===== src/ietm_pkg.sv =====
// Package for the IFD entry tag matcher.
// Holds the shared types, register index codes and format helpers; no dependencies.
package ietm_pkg;

   localparam int WANTED_REGS = 4;
   localparam int CSR_INDEX_W = 8;
   localparam int CSR_DATA_W  = 48;
   localparam int SIZE_W      = 19;
   localparam logic [31:0] MAX_COUNT    = 32'h0000_ffff;
   localparam logic [15:0] ENTRY_BYTES  = 16'h000c;
   localparam logic [15:0] ENTRY_SKIP   = 16'h0002;
   localparam logic [31:0] VALUE_POS    = 32'h0000_0008;
   localparam logic [19:0] INLINE_LIMIT = 20'd4;
   localparam logic [15:0] FORMAT_KINDS = 16'd12;
   localparam logic [15:0] BASE_RESET   = 16'h0008;

   typedef enum logic [CSR_INDEX_W-1:0] {
      CSR_LITTLE_ENDIAN  = 8'd0,
      CSR_DIRECTORY_BASE = 8'd1,
      CSR_SLOTS_IN_USE   = 8'd2,
      CSR_WANTED_A       = 8'd3,
      CSR_WANTED_B       = 8'd4,
      CSR_WANTED_C       = 8'd5,
      CSR_WANTED_D       = 8'd6
   } csr_index_type;

   typedef struct packed {
      logic                             little_endian;
      logic [15:0]                      directory_base;
      logic [2:0]                       slots_in_use;
      logic [WANTED_REGS-1:0][47:0]     wanted;
   } cfg_type;

   typedef struct packed {
      logic [15:0] tag;
      logic [15:0] fmt;
      logic [31:0] cnt;
      logic [31:0] val;
      logic [15:0] pos;
   } entry_type;

   typedef struct packed {
      logic              hit;
      logic [1:0]        slot_hit;
      logic [31:0]       data_offset;
      logic [SIZE_W-1:0] data_size;
   } match_type;

   function automatic logic [15:0] swap16(input logic [15:0] v);
      return {v[7:0], v[15:8]};
   endfunction

   function automatic logic [31:0] swap32(input logic [31:0] v);
      return {v[7:0], v[15:8], v[23:16], v[31:24]};
   endfunction

   // bytes per component; 0 for an unknown format
   function automatic logic [3:0] fmt_size(input logic [15:0] fmt);
      logic [3:0] sz;
      case (fmt)
         16'd1, 16'd2, 16'd6, 16'd7: sz = 4'd1;
         16'd3, 16'd8:               sz = 4'd2;
         16'd4, 16'd9, 16'd11:       sz = 4'd4;
         16'd5, 16'd10, 16'd12:      sz = 4'd8;
         default:                    sz = 4'd0;
      endcase
      return sz;
   endfunction

endpackage


===== src/ietm_if.sv =====
// Channel interfaces of the IFD entry tag matcher: request, response, register write.
// Depends on ietm_pkg for the register index and data widths.
interface ietm_req_if;
   logic        valid;
   logic        ready;
   logic        first_entry;
   logic [15:0] raw_tag;
   logic [15:0] raw_format;
   logic [31:0] raw_components;
   logic [31:0] raw_value;
   modport source (output valid, first_entry, raw_tag, raw_format, raw_components,
                   raw_value, input ready);
   modport sink (input valid, first_entry, raw_tag, raw_format, raw_components,
                 raw_value, output ready);
endinterface

interface ietm_rsp_if;
   logic        valid;
   logic        ready;
   logic [1:0]  slot_hit;
   logic [31:0] data_offset;
   logic [18:0] data_size;
   modport source (output valid, slot_hit, data_offset, data_size, input ready);
   modport sink (input valid, slot_hit, data_offset, data_size, output ready);
endinterface

interface ietm_csr_if;
   logic                           valid;
   logic                           ready;
   logic [ietm_pkg::CSR_INDEX_W-1:0] index;
   logic [ietm_pkg::CSR_DATA_W-1:0]  data;
   modport source (output valid, index, data, input ready);
   modport sink (input valid, index, data, output ready);
endinterface


===== src/ietm_csr.sv =====
// Configuration registers of the IFD entry tag matcher.
// Depends on ietm_pkg and the ietm_csr_if write channel.
module ietm_csr (
   input  logic            clock,
   input  logic            reset,
   ietm_csr_if.sink        csr,
   output ietm_pkg::cfg_type cfg
);
   import ietm_pkg::*;

   logic                         little_endian_ff;
   logic [15:0]                  directory_base_ff;
   logic [2:0]                   slots_in_use_ff;
   logic [WANTED_REGS-1:0][47:0] wanted_ff;
   logic [CSR_INDEX_W-1:0]       wanted_sel;

   assign csr.ready  = 1'b1;
   assign wanted_sel = csr.index - CSR_WANTED_A;

   always_ff @(posedge clock) begin
      if (reset) begin
         little_endian_ff  <= 1'b0;
         directory_base_ff <= BASE_RESET;
         slots_in_use_ff   <= 3'd0;
         wanted_ff         <= '0;
      end else if (csr.valid) begin
         unique case (csr.index) inside
            CSR_LITTLE_ENDIAN:  little_endian_ff  <= csr.data[0];
            CSR_DIRECTORY_BASE: directory_base_ff <= csr.data[15:0];
            CSR_SLOTS_IN_USE:   slots_in_use_ff   <= csr.data[2:0];
            CSR_WANTED_A, CSR_WANTED_B, CSR_WANTED_C, CSR_WANTED_D:
               wanted_ff[wanted_sel[1:0]] <= csr.data[47:0];
            default: ;
         endcase
      end
   end

   assign cfg.little_endian  = little_endian_ff;
   assign cfg.directory_base = directory_base_ff;
   assign cfg.slots_in_use   = slots_in_use_ff;
   assign cfg.wanted         = wanted_ff;

endmodule


===== src/ietm_match.sv =====
// Tag compare, format check and size/offset computation for one registered entry.
// Depends on ietm_pkg.
module ietm_match #(
   parameter int TAG_SLOTS = 4
) (
   input  ietm_pkg::cfg_type   cfg,
   input  ietm_pkg::entry_type entry,
   output ietm_pkg::match_type result
);
   import ietm_pkg::*;

   logic [TAG_SLOTS-1:0][47:0] slot_word;
   logic [15:0] tag;
   logic [15:0] fmt;
   logic [31:0] cnt;
   logic [31:0] val;
   logic        found;
   logic [2:0]  sel;
   logic [47:0] w;
   logic [3:0]  sz;
   logic [19:0] prod;
   logic        ok;

   // slots without a register stay zero
   for (genvar g = 0; g < TAG_SLOTS; g++) begin : g_slot
      if (g < WANTED_REGS) begin : g_reg
         assign slot_word[g] = cfg.wanted[g];
      end else begin : g_zero
         assign slot_word[g] = '0;
      end
   end

   always_comb begin
      tag = cfg.little_endian ? swap16(entry.tag) : entry.tag;
      fmt = cfg.little_endian ? swap16(entry.fmt) : entry.fmt;
      cnt = cfg.little_endian ? swap32(entry.cnt) : entry.cnt;
      val = cfg.little_endian ? swap32(entry.val) : entry.val;

      found = 1'b0;
      sel   = 3'd0;
      w     = '0;
      for (int s = 0; s < TAG_SLOTS; s++) begin
         if (!found && (4'(s) < {1'b0, cfg.slots_in_use}) && slot_word[s][47:32] == tag) begin
            found = 1'b1;
            sel   = 3'(s);
            w     = slot_word[s];
         end
      end

      sz   = fmt_size(fmt);
      prod = 20'(sz) * 20'(cnt[15:0]);
      ok   = found && (w[31:16] == fmt) && (cnt < MAX_COUNT) &&
             (w[15:0] == 16'd0 || w[15:0] == cnt[15:0]) && (sz != 4'd0);

      result.hit         = ok;
      result.slot_hit    = sel[1:0];
      result.data_offset = (prod <= INLINE_LIMIT) ? (32'(entry.pos) + VALUE_POS) : val;
      result.data_size   = prod[SIZE_W-1:0];
   end

endmodule


===== src/ifd_entry_tag_matcher_top.sv =====
// Top level of the IFD entry tag matcher: entry register, entry index, result register.
// Depends on ietm_pkg, ietm_if, ietm_csr and ietm_match.
//
// Usage:
//   req_chan carries one 12-byte directory entry per request, fields in file
//   byte order. first_entry restarts the entry index for a new directory.
//   rsp_chan returns slot, data offset and data size for entries that match a
//   wanted slot; other entries produce no response.
//   csr_chan writes the configuration registers and is always ready; the user
//   must see that it is written only while no request is in flight (not enforced).
// Pipeline: an accepted request is held in the entry register and matched there;
//   its response is loaded into the result register (two registers: entry, result).
// Throughput: one request per cycle while no stall holds the entry register; the
//   compare and 4x16 size multiply between the two registers are combinational.
// Stall: while rsp_chan is held off with a response waiting, a matching entry
//   waits in the entry register and req_chan.ready drops; entries that miss
//   are dropped without waiting.
// Reset: synchronous; clears both valid flags and the entry index and loads
//   register reset values (directory_base 8, everything else zero).
module ifd_entry_tag_matcher_top #(
   parameter int TAG_SLOTS = 4
) (
   input logic        clock,
   input logic        reset,
   ietm_req_if.sink   req_chan,
   ietm_rsp_if.source rsp_chan,
   ietm_csr_if.sink   csr_chan
);
   import ietm_pkg::*;

   cfg_type   cfg;
   match_type match_res;

   logic        s1_valid_ff, s1_valid_in;
   entry_type   s1_entry_ff;
   logic [15:0] entry_index_ff, entry_index_in;
   logic        rsp_valid_ff, rsp_valid_in;
   logic [1:0]  rsp_slot_ff;
   logic [31:0] rsp_offset_ff;
   logic [SIZE_W-1:0] rsp_size_ff;

   logic        req_acc;
   logic        out_free;
   logic        s1_done;
   logic        rsp_load;
   logic [15:0] idx_used;

   ietm_csr u_csr (
      .clock (clock),
      .reset (reset),
      .csr   (csr_chan),
      .cfg   (cfg)
   );

   ietm_match #(.TAG_SLOTS(TAG_SLOTS)) u_match (
      .cfg    (cfg),
      .entry  (s1_entry_ff),
      .result (match_res)
   );

   assign out_free       = !rsp_valid_ff || rsp_chan.ready;
   assign rsp_load       = s1_valid_ff && match_res.hit && out_free;
   assign s1_done        = s1_valid_ff && (!match_res.hit || out_free);
   assign req_chan.ready = !s1_valid_ff || s1_done;
   assign req_acc        = req_chan.valid && req_chan.ready;

   assign idx_used       = req_chan.first_entry ? 16'd0 : entry_index_ff;
   assign entry_index_in = req_acc ? idx_used + 16'd1 : entry_index_ff;
   assign s1_valid_in    = req_acc ? 1'b1 : (s1_done ? 1'b0 : s1_valid_ff);
   assign rsp_valid_in   = rsp_load ? 1'b1 : (rsp_chan.ready ? 1'b0 : rsp_valid_ff);

   always_ff @(posedge clock) begin
      if (reset) begin
         s1_valid_ff    <= 1'b0;
         rsp_valid_ff   <= 1'b0;
         entry_index_ff <= 16'd0;
      end else begin
         s1_valid_ff    <= s1_valid_in;
         rsp_valid_ff   <= rsp_valid_in;
         entry_index_ff <= entry_index_in;
      end
   end

   always_ff @(posedge clock) begin
      if (req_acc) begin
         s1_entry_ff.tag <= req_chan.raw_tag;
         s1_entry_ff.fmt <= req_chan.raw_format;
         s1_entry_ff.cnt <= req_chan.raw_components;
         s1_entry_ff.val <= req_chan.raw_value;
         s1_entry_ff.pos <= (idx_used << 3) + (idx_used << 2) + ENTRY_SKIP +
                            cfg.directory_base;
      end
      if (rsp_load) begin
         rsp_slot_ff   <= match_res.slot_hit;
         rsp_offset_ff <= match_res.data_offset;
         rsp_size_ff   <= match_res.data_size;
      end
   end

   assign rsp_chan.valid       = rsp_valid_ff;
   assign rsp_chan.slot_hit    = rsp_slot_ff;
   assign rsp_chan.data_offset = rsp_offset_ff;
   assign rsp_chan.data_size   = rsp_size_ff;

`ifndef SYNTHESIS
   a_reset_clears: assert property (@(posedge clock) reset |=> !rsp_chan.valid && !s1_valid_ff)
      else $error("valid flags not cleared by reset");
   a_index_restart: assert property (@(posedge clock) disable iff (reset)
      req_acc && req_chan.first_entry |=> entry_index_ff == 16'd1)
      else $error("entry index did not restart");
   a_index_step: assert property (@(posedge clock) disable iff (reset)
      req_acc && !req_chan.first_entry |=> entry_index_ff == $past(entry_index_ff) + 16'd1)
      else $error("entry index did not advance");
   a_entry_held: assert property (@(posedge clock) disable iff (reset)
      s1_valid_ff && !s1_done |=> s1_valid_ff && $stable(s1_entry_ff))
      else $error("waiting entry lost or changed");
   a_no_overwrite: assert property (@(posedge clock) disable iff (reset)
      rsp_load |-> !rsp_chan.valid || rsp_chan.ready)
      else $error("pending response overwritten");
`endif

endmodule


===== src/flat_wrapper.sv =====
// flat-port wrapper written by rule: the top's interface ports become plain ports
module ifd_entry_tag_matcher_top_flat import ietm_pkg::*;
#(
   parameter int TAG_SLOTS = 4
)
  (clock, reset, req_chan_valid, req_chan_first_entry, req_chan_raw_tag, req_chan_raw_format, req_chan_raw_components, req_chan_raw_value, req_chan_ready, rsp_chan_valid, rsp_chan_slot_hit, rsp_chan_data_offset, rsp_chan_data_size, rsp_chan_ready, csr_chan_valid, csr_chan_index, csr_chan_data, csr_chan_ready);
  ietm_req_if req_chan_i ();
  ietm_rsp_if rsp_chan_i ();
  ietm_csr_if csr_chan_i ();
  input logic clock;
  input logic reset;
  input wire logic [$bits(req_chan_i.valid)-1:0] req_chan_valid;
  input wire logic [$bits(req_chan_i.first_entry)-1:0] req_chan_first_entry;
  input wire logic [$bits(req_chan_i.raw_tag)-1:0] req_chan_raw_tag;
  input wire logic [$bits(req_chan_i.raw_format)-1:0] req_chan_raw_format;
  input wire logic [$bits(req_chan_i.raw_components)-1:0] req_chan_raw_components;
  input wire logic [$bits(req_chan_i.raw_value)-1:0] req_chan_raw_value;
  output wire logic [$bits(req_chan_i.ready)-1:0] req_chan_ready;
  output wire logic [$bits(rsp_chan_i.valid)-1:0] rsp_chan_valid;
  output wire logic [$bits(rsp_chan_i.slot_hit)-1:0] rsp_chan_slot_hit;
  output wire logic [$bits(rsp_chan_i.data_offset)-1:0] rsp_chan_data_offset;
  output wire logic [$bits(rsp_chan_i.data_size)-1:0] rsp_chan_data_size;
  input wire logic [$bits(rsp_chan_i.ready)-1:0] rsp_chan_ready;
  input wire logic [$bits(csr_chan_i.valid)-1:0] csr_chan_valid;
  input wire logic [$bits(csr_chan_i.index)-1:0] csr_chan_index;
  input wire logic [$bits(csr_chan_i.data)-1:0] csr_chan_data;
  output wire logic [$bits(csr_chan_i.ready)-1:0] csr_chan_ready;
  assign req_chan_i.valid = req_chan_valid;
  assign req_chan_i.first_entry = req_chan_first_entry;
  assign req_chan_i.raw_tag = req_chan_raw_tag;
  assign req_chan_i.raw_format = req_chan_raw_format;
  assign req_chan_i.raw_components = req_chan_raw_components;
  assign req_chan_i.raw_value = req_chan_raw_value;
  assign req_chan_ready = req_chan_i.ready;
  assign rsp_chan_valid = rsp_chan_i.valid;
  assign rsp_chan_slot_hit = rsp_chan_i.slot_hit;
  assign rsp_chan_data_offset = rsp_chan_i.data_offset;
  assign rsp_chan_data_size = rsp_chan_i.data_size;
  assign rsp_chan_i.ready = rsp_chan_ready;
  assign csr_chan_i.valid = csr_chan_valid;
  assign csr_chan_i.index = csr_chan_index;
  assign csr_chan_i.data = csr_chan_data;
  assign csr_chan_ready = csr_chan_i.ready;
  ifd_entry_tag_matcher_top #(.TAG_SLOTS(TAG_SLOTS)) u_core (.clock(clock), .reset(reset), .req_chan(req_chan_i), .rsp_chan(rsp_chan_i), .csr_chan(csr_chan_i));
endmodule

===== config.mk =====
export PLATFORM = sky130hd
export DESIGN_NAME = ifd_entry_tag_matcher_top_flat
export DESIGN_NICKNAME = d
export VERILOG_FILES = /design/src/ietm_pkg.sv /design/src/ietm_if.sv /design/src/ietm_csr.sv /design/src/ietm_match.sv /design/src/ifd_entry_tag_matcher_top.sv /design/src/flat_wrapper.sv
export SDC_FILE = /design/constraint.sdc
export NUM_CORES = 1
export LEC_CHECK = 0
export ABC_AREA = 1
export BUFFER_PORTS_ARGS = -buffer_cell sky130_fd_sc_hd__buf_2
export CORE_UTILIZATION = 35
export CTS_CLUSTER_DIAMETER = 40
export DETAILED_ROUTE_END_ITERATION = 10
export PLACE_DENSITY_LB_ADDON = 0.2
export SYNTH_ARGS = -nofsm -noshare
export SYNTH_HDL_FRONTEND = slang
export SYNTH_SLANG_ARGS = --single-unit
export TNS_END_PERCENT = 10

===== constraint.sdc =====
create_clock -name clock -period 8.75 [get_ports clock]
set_input_delay 0.875 -clock clock [delete_from_list [all_inputs] [get_ports clock]]
set_output_delay 0.875 -clock clock [all_outputs]
set_load 0.01 [all_outputs]

### Yosys cells after proc, flatten, opt, wreduce, memory -nomap -nowiden

Memory sizes are Yosys's and may differ from the RTL's.
Cells that the tools add are included.

| storage, ports and cells | value |
|---|---|
| register bits after elaboration | 395 |
| memory bits (read-only) | 64 |
| output and inout bits | 56 |
| memories kept | 1 |

Memories:

| name | depth | bits a word | read ports | clocked after memory_dff | write ports | line | RTL |
|---|---|---|---|---|---|---|---|
| (no name shown) | 16 | 4 | 1 | 0 | 0 | ietm_pkg.sv:60 | `case (fmt)` |

| cells by class | value |
|---|---|
| add/subtract/negate cells | 6 |
| $mul | 1 |
| order comparisons | 8 |
| equality and inequality tests | 12 |
| mux-type cells | 24 |
| reduce and logical (&&, ||, !) cells | 38 |

Operators by type and width:

| kind | count |
|---|---|
| $mux 32 | 7 |
| $bwmux 192 | 1 |
| $demux 48 s2 | 1 |
| $eq 16x16->1 | 6 |
| $mux 16 | 3 |
| $mux 48 | 1 |
| $add 16x16->16 | 2 |
| $lt 32x16->1 const B | 1 |
| $eq 8x3->1 const B | 3 |
| $le 20x3->1 const B | 1 |
| $mul 4x16->20 | 1 |
| $add 16x4->17 const B | 1 |
| $add 16x1->16 const B | 1 |
| $add 16x2->16 const B | 1 |
| $eq 8x2->1 const B | 2 |
| $logic_and 1x1->1 | 16 |
| $logic_not 16->1 | 1 |
| $logic_not 12->1 | 1 |
| $mux 1 | 10 |
| $eq 8x1->1 const B | 1 |
| $logic_not 8->1 | 1 |
| $reduce_and 2->1 | 4 |
| $logic_not 1->1 | 6 |
| $lt 1x3->1 const A | 2 |
| other kinds (10) | 15 |

### Depth between registers and ports, before layout

| logic depth | value |
|---|---|
| depth in word-level cells | 27 |
| depth in mapped cells | 37 |

### Hierarchy

From an unflattened synthesis, not the netlist that was laid out.

| unflattened totals | value |
|---|---|
| cells, all modules | 3,330 |
| area total of the unflattened synthesis | 23,617.7 um^2 |

Modules (own cells, without submodules):

| module | times used | cells each | area each (um^2) | seq. area each (um^2) |
|---|---|---|---|---|
| ietm_csr | 1 | 1,248 | 8,719.6 | 4,244.1 |
| ietm_match | 1 | 1,603 | 7,887.6 | 0.0 |
| ifd_entry_tag_matcher_top | 1 | 479 | 7,010.5 | 5,275.1 |

### Worst setup path before layout

OpenSTA, ideal clock, no wires.

| timing | value |
|---|---|
| kind | register to register |
| start | reg u_core.u_csr.little_endian_ff |
| end | reg u_core.rsp_offset_ff[3] (netlist: u_core.rsp_chan.data_offset[3]), data pin |
| setup time | 0.259 ns |
| arrival | 5.854 ns |
| path slack | 2.637 ns |
| cell stages (with the launch flop) | 37 |
| buffers on the path | 7 |
| cell sequence | dfxtp_1 -> buf_6 -> inv_6 -> buf_6 -> buf_6 -> clkbuf_1 -> or2_2 -> o21ai_1 -> inv_1 -> ha_1 -> mux2i_1 -> nand3b_1 -> clkbuf_1 -> nor2_1 -> fa_1 -> inv_1 -> fa_1 -> inv_1 -> ha_1 -> nand2_1 -> a21oi_1 -> a211oi_1 -> nand2_1 -> nand2_1 -> nand2_1 -> nand2_1 -> nand2_1 -> a21boi_0 -> o21ai_0 -> xor2_1 -> nand2_1 -> nor2_1 -> nand4_1 -> nand2_1 -> clkbuf_1 -> buf_2 -> a21oi_1 |

RTL lines:

| what | line | RTL |
|---|---|---|
| start: declaration | ietm_csr.sv:11 | `logic little_endian_ff;` |
| start signal: assignment | ietm_csr.sv:28 | `CSR_LITTLE_ENDIAN: little_endian_ff <= csr.data[0];` |
| end signal: assignment | ifd_entry_tag_matcher_top.sv:95 | `rsp_offset_ff <= match_res.data_offset;` |
| end: declaration | ifd_entry_tag_matcher_top.sv:39 | `logic [31:0] rsp_offset_ff;` |

==> run metrics <==
most used cell, CP=nand2_1; switching share of power=0.239; number of library cell types mapped by synthesis=57; gr usage total=0.214; Max Clock Skew=~0.025 ns; setup TNS=0 ns; Power Dens Cells=approximately 200 mW/mm²; Routability Congestion=approximately 0.92; worst setup path class=reg2reg; CP delay by family, top=simple AND/OR/NAND/NOR gates; P_sw=about 1.3 mW; number of CTS-inserted buffers=76; logic gate share of total power=0.061; Layout fillers=~6600; worst slack, placed=1.20 ns; Seq pwr share=0.374; Clk pwr share=0.565; nets@finish=around 3400; drc violations=0; Worst Max-Slew Pin Slew=1.09 ns; antenna violation net count after detailed routing=0; Rel. slew slack=0.271; R2R depth=29; I/O Pins=between 200 and 250; flop2flop setup slack=~1.2 ns; global route overflow=0; final hold vios=0; Async S/R FF share, synth=0; Critical Path AT=8.01 ns; minimum clock period=7.58 ns; Worst-path clk slew=approximately 0.05 ns; VDD IR max=163 µV; Layout area overhead=19.1%; post-synthesis sequential area ratio=0.420; Syn Nets=roughly 3300; Die ar.=roughly 0.066 mm²; crit-path max FO=70; register area=~0.0095 mm²; Max Fclk=approximately 130 MHz; Post-synth top flop=dfxtp_1; drt total wl=70700 µm; number of global-route vias before repair=between 15000 and 20000; initial antenna violation count=8; cell row count=92; clk_lat worst skew=approximately 0.6 ns; Avg Cell Area, Syn=about 7.5 µm²; worst hold margin=between 0.4 and 0.5 ns; critical path's largest stage delay=slightly below 0.8 ns; CTS tree=built; CTS H-tree lvls=3; top post-synthesis cells by count=694 x nand2_1, 405 x inv_1, 284 x nor2_1; Crit. path cell count=29; maximum number of pins on one net before global-route repair=97; clock sink total=393; chip height=256 µm; cell taking the most area after synthesis=edfxtp_1; Area contributors post-synth=edfxtp_1 22%, dfxtp_1 20%, nand2_1 12%, inv_1 6.7%, o21ai_0 6.0%; internal power=4.06 mW; Slew Viols, Final=0; Cells after Synth=around 3000; Final setup viols=0; status=complete, no violations; worst path bufs/invs=3; via count=slightly above 20000; Post CTS Setup Buffer Count=0; Pleak=roughly 12 nW; port buffer count=roughly 210; Via density=4.93; multi-input logic area=~0.011 mm²; Hold Path Class=in2reg; most common cell in the netlist=nand2_1; hold_buf cts=0; Initial Util=0.356; root buffer cell=clkbuf_16; core footprint=0.0635 mm²; Post-synth EDFFs=165; wire per inst=between 15 and 20 µm; Final HPWL DP=roughly 50000 µm; crit end category=register; Design Area, Final=between 0.02 and 0.03 mm²; placed inst area=between 0.02 and 0.025 mm²; first-pass GRT wire length=111000 µm; Pre-Repair DR Iteration Count=5; final period utilization=0.867; Post-Syn Area=around 0.023 mm²; Yosys top cell area share=0.219; layout cells sized above 1=0.131; worst path required time=between 9 and 10 ns; Max Cap Viol=0; worst setup margin=between 1 and 1.5 ns; clock tree buffer depth=3; die width=roughly 260 µm; synth warn=0; Initial DRC Count=about 1600; Seq cells post-synth=a little under 400; slowest CP cell=dfxtp_4; post-cts resize count=0; WHS Path Cells=1; RSZ-0062 raised after global routing=no; startpoint types=register
==> per-layer routing <==
metal  GRT usage  up-vias  part of all wire
li1            -    10300                 -
met5           0        -           0.00058
met1       0.286     9310              0.46
met2       0.347      569              0.47
met3      0.0364      112             0.054
met4      0.0767        6             0.023
==> cells in the final DEF, fill, tap and decap left out, drive strengths merged, types with 6 or more instances in the layout <==
master / n
a211oi: 31
a21oi: 206
a221oi: 7
buf: 233
bufinv: 8
clkbuf: 95
clkinv: 22
clkinvlp: 9
dfxtp: 228
edfxtp: 165
fa: 41
ha: 44
inv: 418
nand2: 717
nand3: 223
nand3b: 18
nand4: 36
nor2: 289
nor3: 49
nor4: 9
o2111ai: 6
o211ai: 15
o21ai: 288
or2: 14
xnor2: 16
xor2: 34
==> worst register-to-register path, delay by kind of cell, from the launching register on <==
kind	cells	cell delay, ns
DFF	1	0.78
buffers and inverters	3	0.71
and+or+nand+nor	17	3.22
xor gates and xnor gates	1	0.18
AOI/OAI and AO/OA	5	1.01
adders and majority gates	3	1.50
==> sequential cells by signal, summed over array words and instances, names as in the netlist <==
register / flops
u_core.entry_index_ff: 14
u_core.rsp_chan.slot_hit: 2
u_core.u_csr.slots_in_use_ff: 3
u_core.s1_valid_ff: 1
u_core.u_csr.directory_base_ff: 16
u_core.u_csr.cfg: 192
u_core.s1_entry_ff: 112
u_core.rsp_chan.data_size: 19
u_core.rsp_chan.valid: 1
u_core.rsp_chan.data_offset: 32
u_core.u_csr.little_endian_ff: 1
==> per-stage QoR <==
stage,utilization,power (mW),instances
after global routing,0.424,5.52,4113
after detailed placement,0.382,2.36,3969
after CTS,0.424,5.39,4109
final,0.424,5.34,4114
after floorplan,-,2.22,3030
after global placement,0.382,2.36,3969
==> power groups by stage <==
stage / sequential, mW / clock, mW / combinational [mW]
2_1_floorplan: 2.02 / 0 / 0.198
3_3_place_gp: 2.03 / 0 / 0.323
3_5_place_dp: 2.03 / 0 / 0.324
4_1_cts: 2.00 / 3.07 / 0.325
5_1_grt: 2.00 / 3.15 / 0.366
6_report: 2.00 / 3.01 / 0.325
==> logic make-up after synthesis <==
family	after synthesis	share of synthesized area
simple gates	1363	0.259
fa+ha+maj	85	0.0605
flops	393	0.420
buf+inv	552	0.0993
xor+xnor	50	0.0193
compound gates	584	0.140
other cells	1	0.000166
mux	2	0.000884
==> cell type report <==
class	instances	share of cell area
inverters	412	0.0577
multi-input cells	2085	0.405
diodes	5	0.000464
clock buffers	95	0.0801
flip-flops and latches	393	0.353
clock inverters	45	0.0184
well taps	846	0.0393
repair buffers	233	0.0457
==> final timing paths <==
| path | from | endpoint |
|---|---|---|
| worst min-delay path | req_chan_raw_components[7] | u_core.s1_entry_ff[55] |
| worst min register to register | u_core.u_csr.cfg[66] | u_core.u_csr.cfg[66] |
| worst max-delay path | u_core.u_csr.little_endian_ff | u_core.rsp_chan.data_offset[11] |
| worst max register to register | u_core.u_csr.little_endian_ff | u_core.rsp_chan.data_offset[11] |
Note: power is estimated with default switching activity, not from simulation.
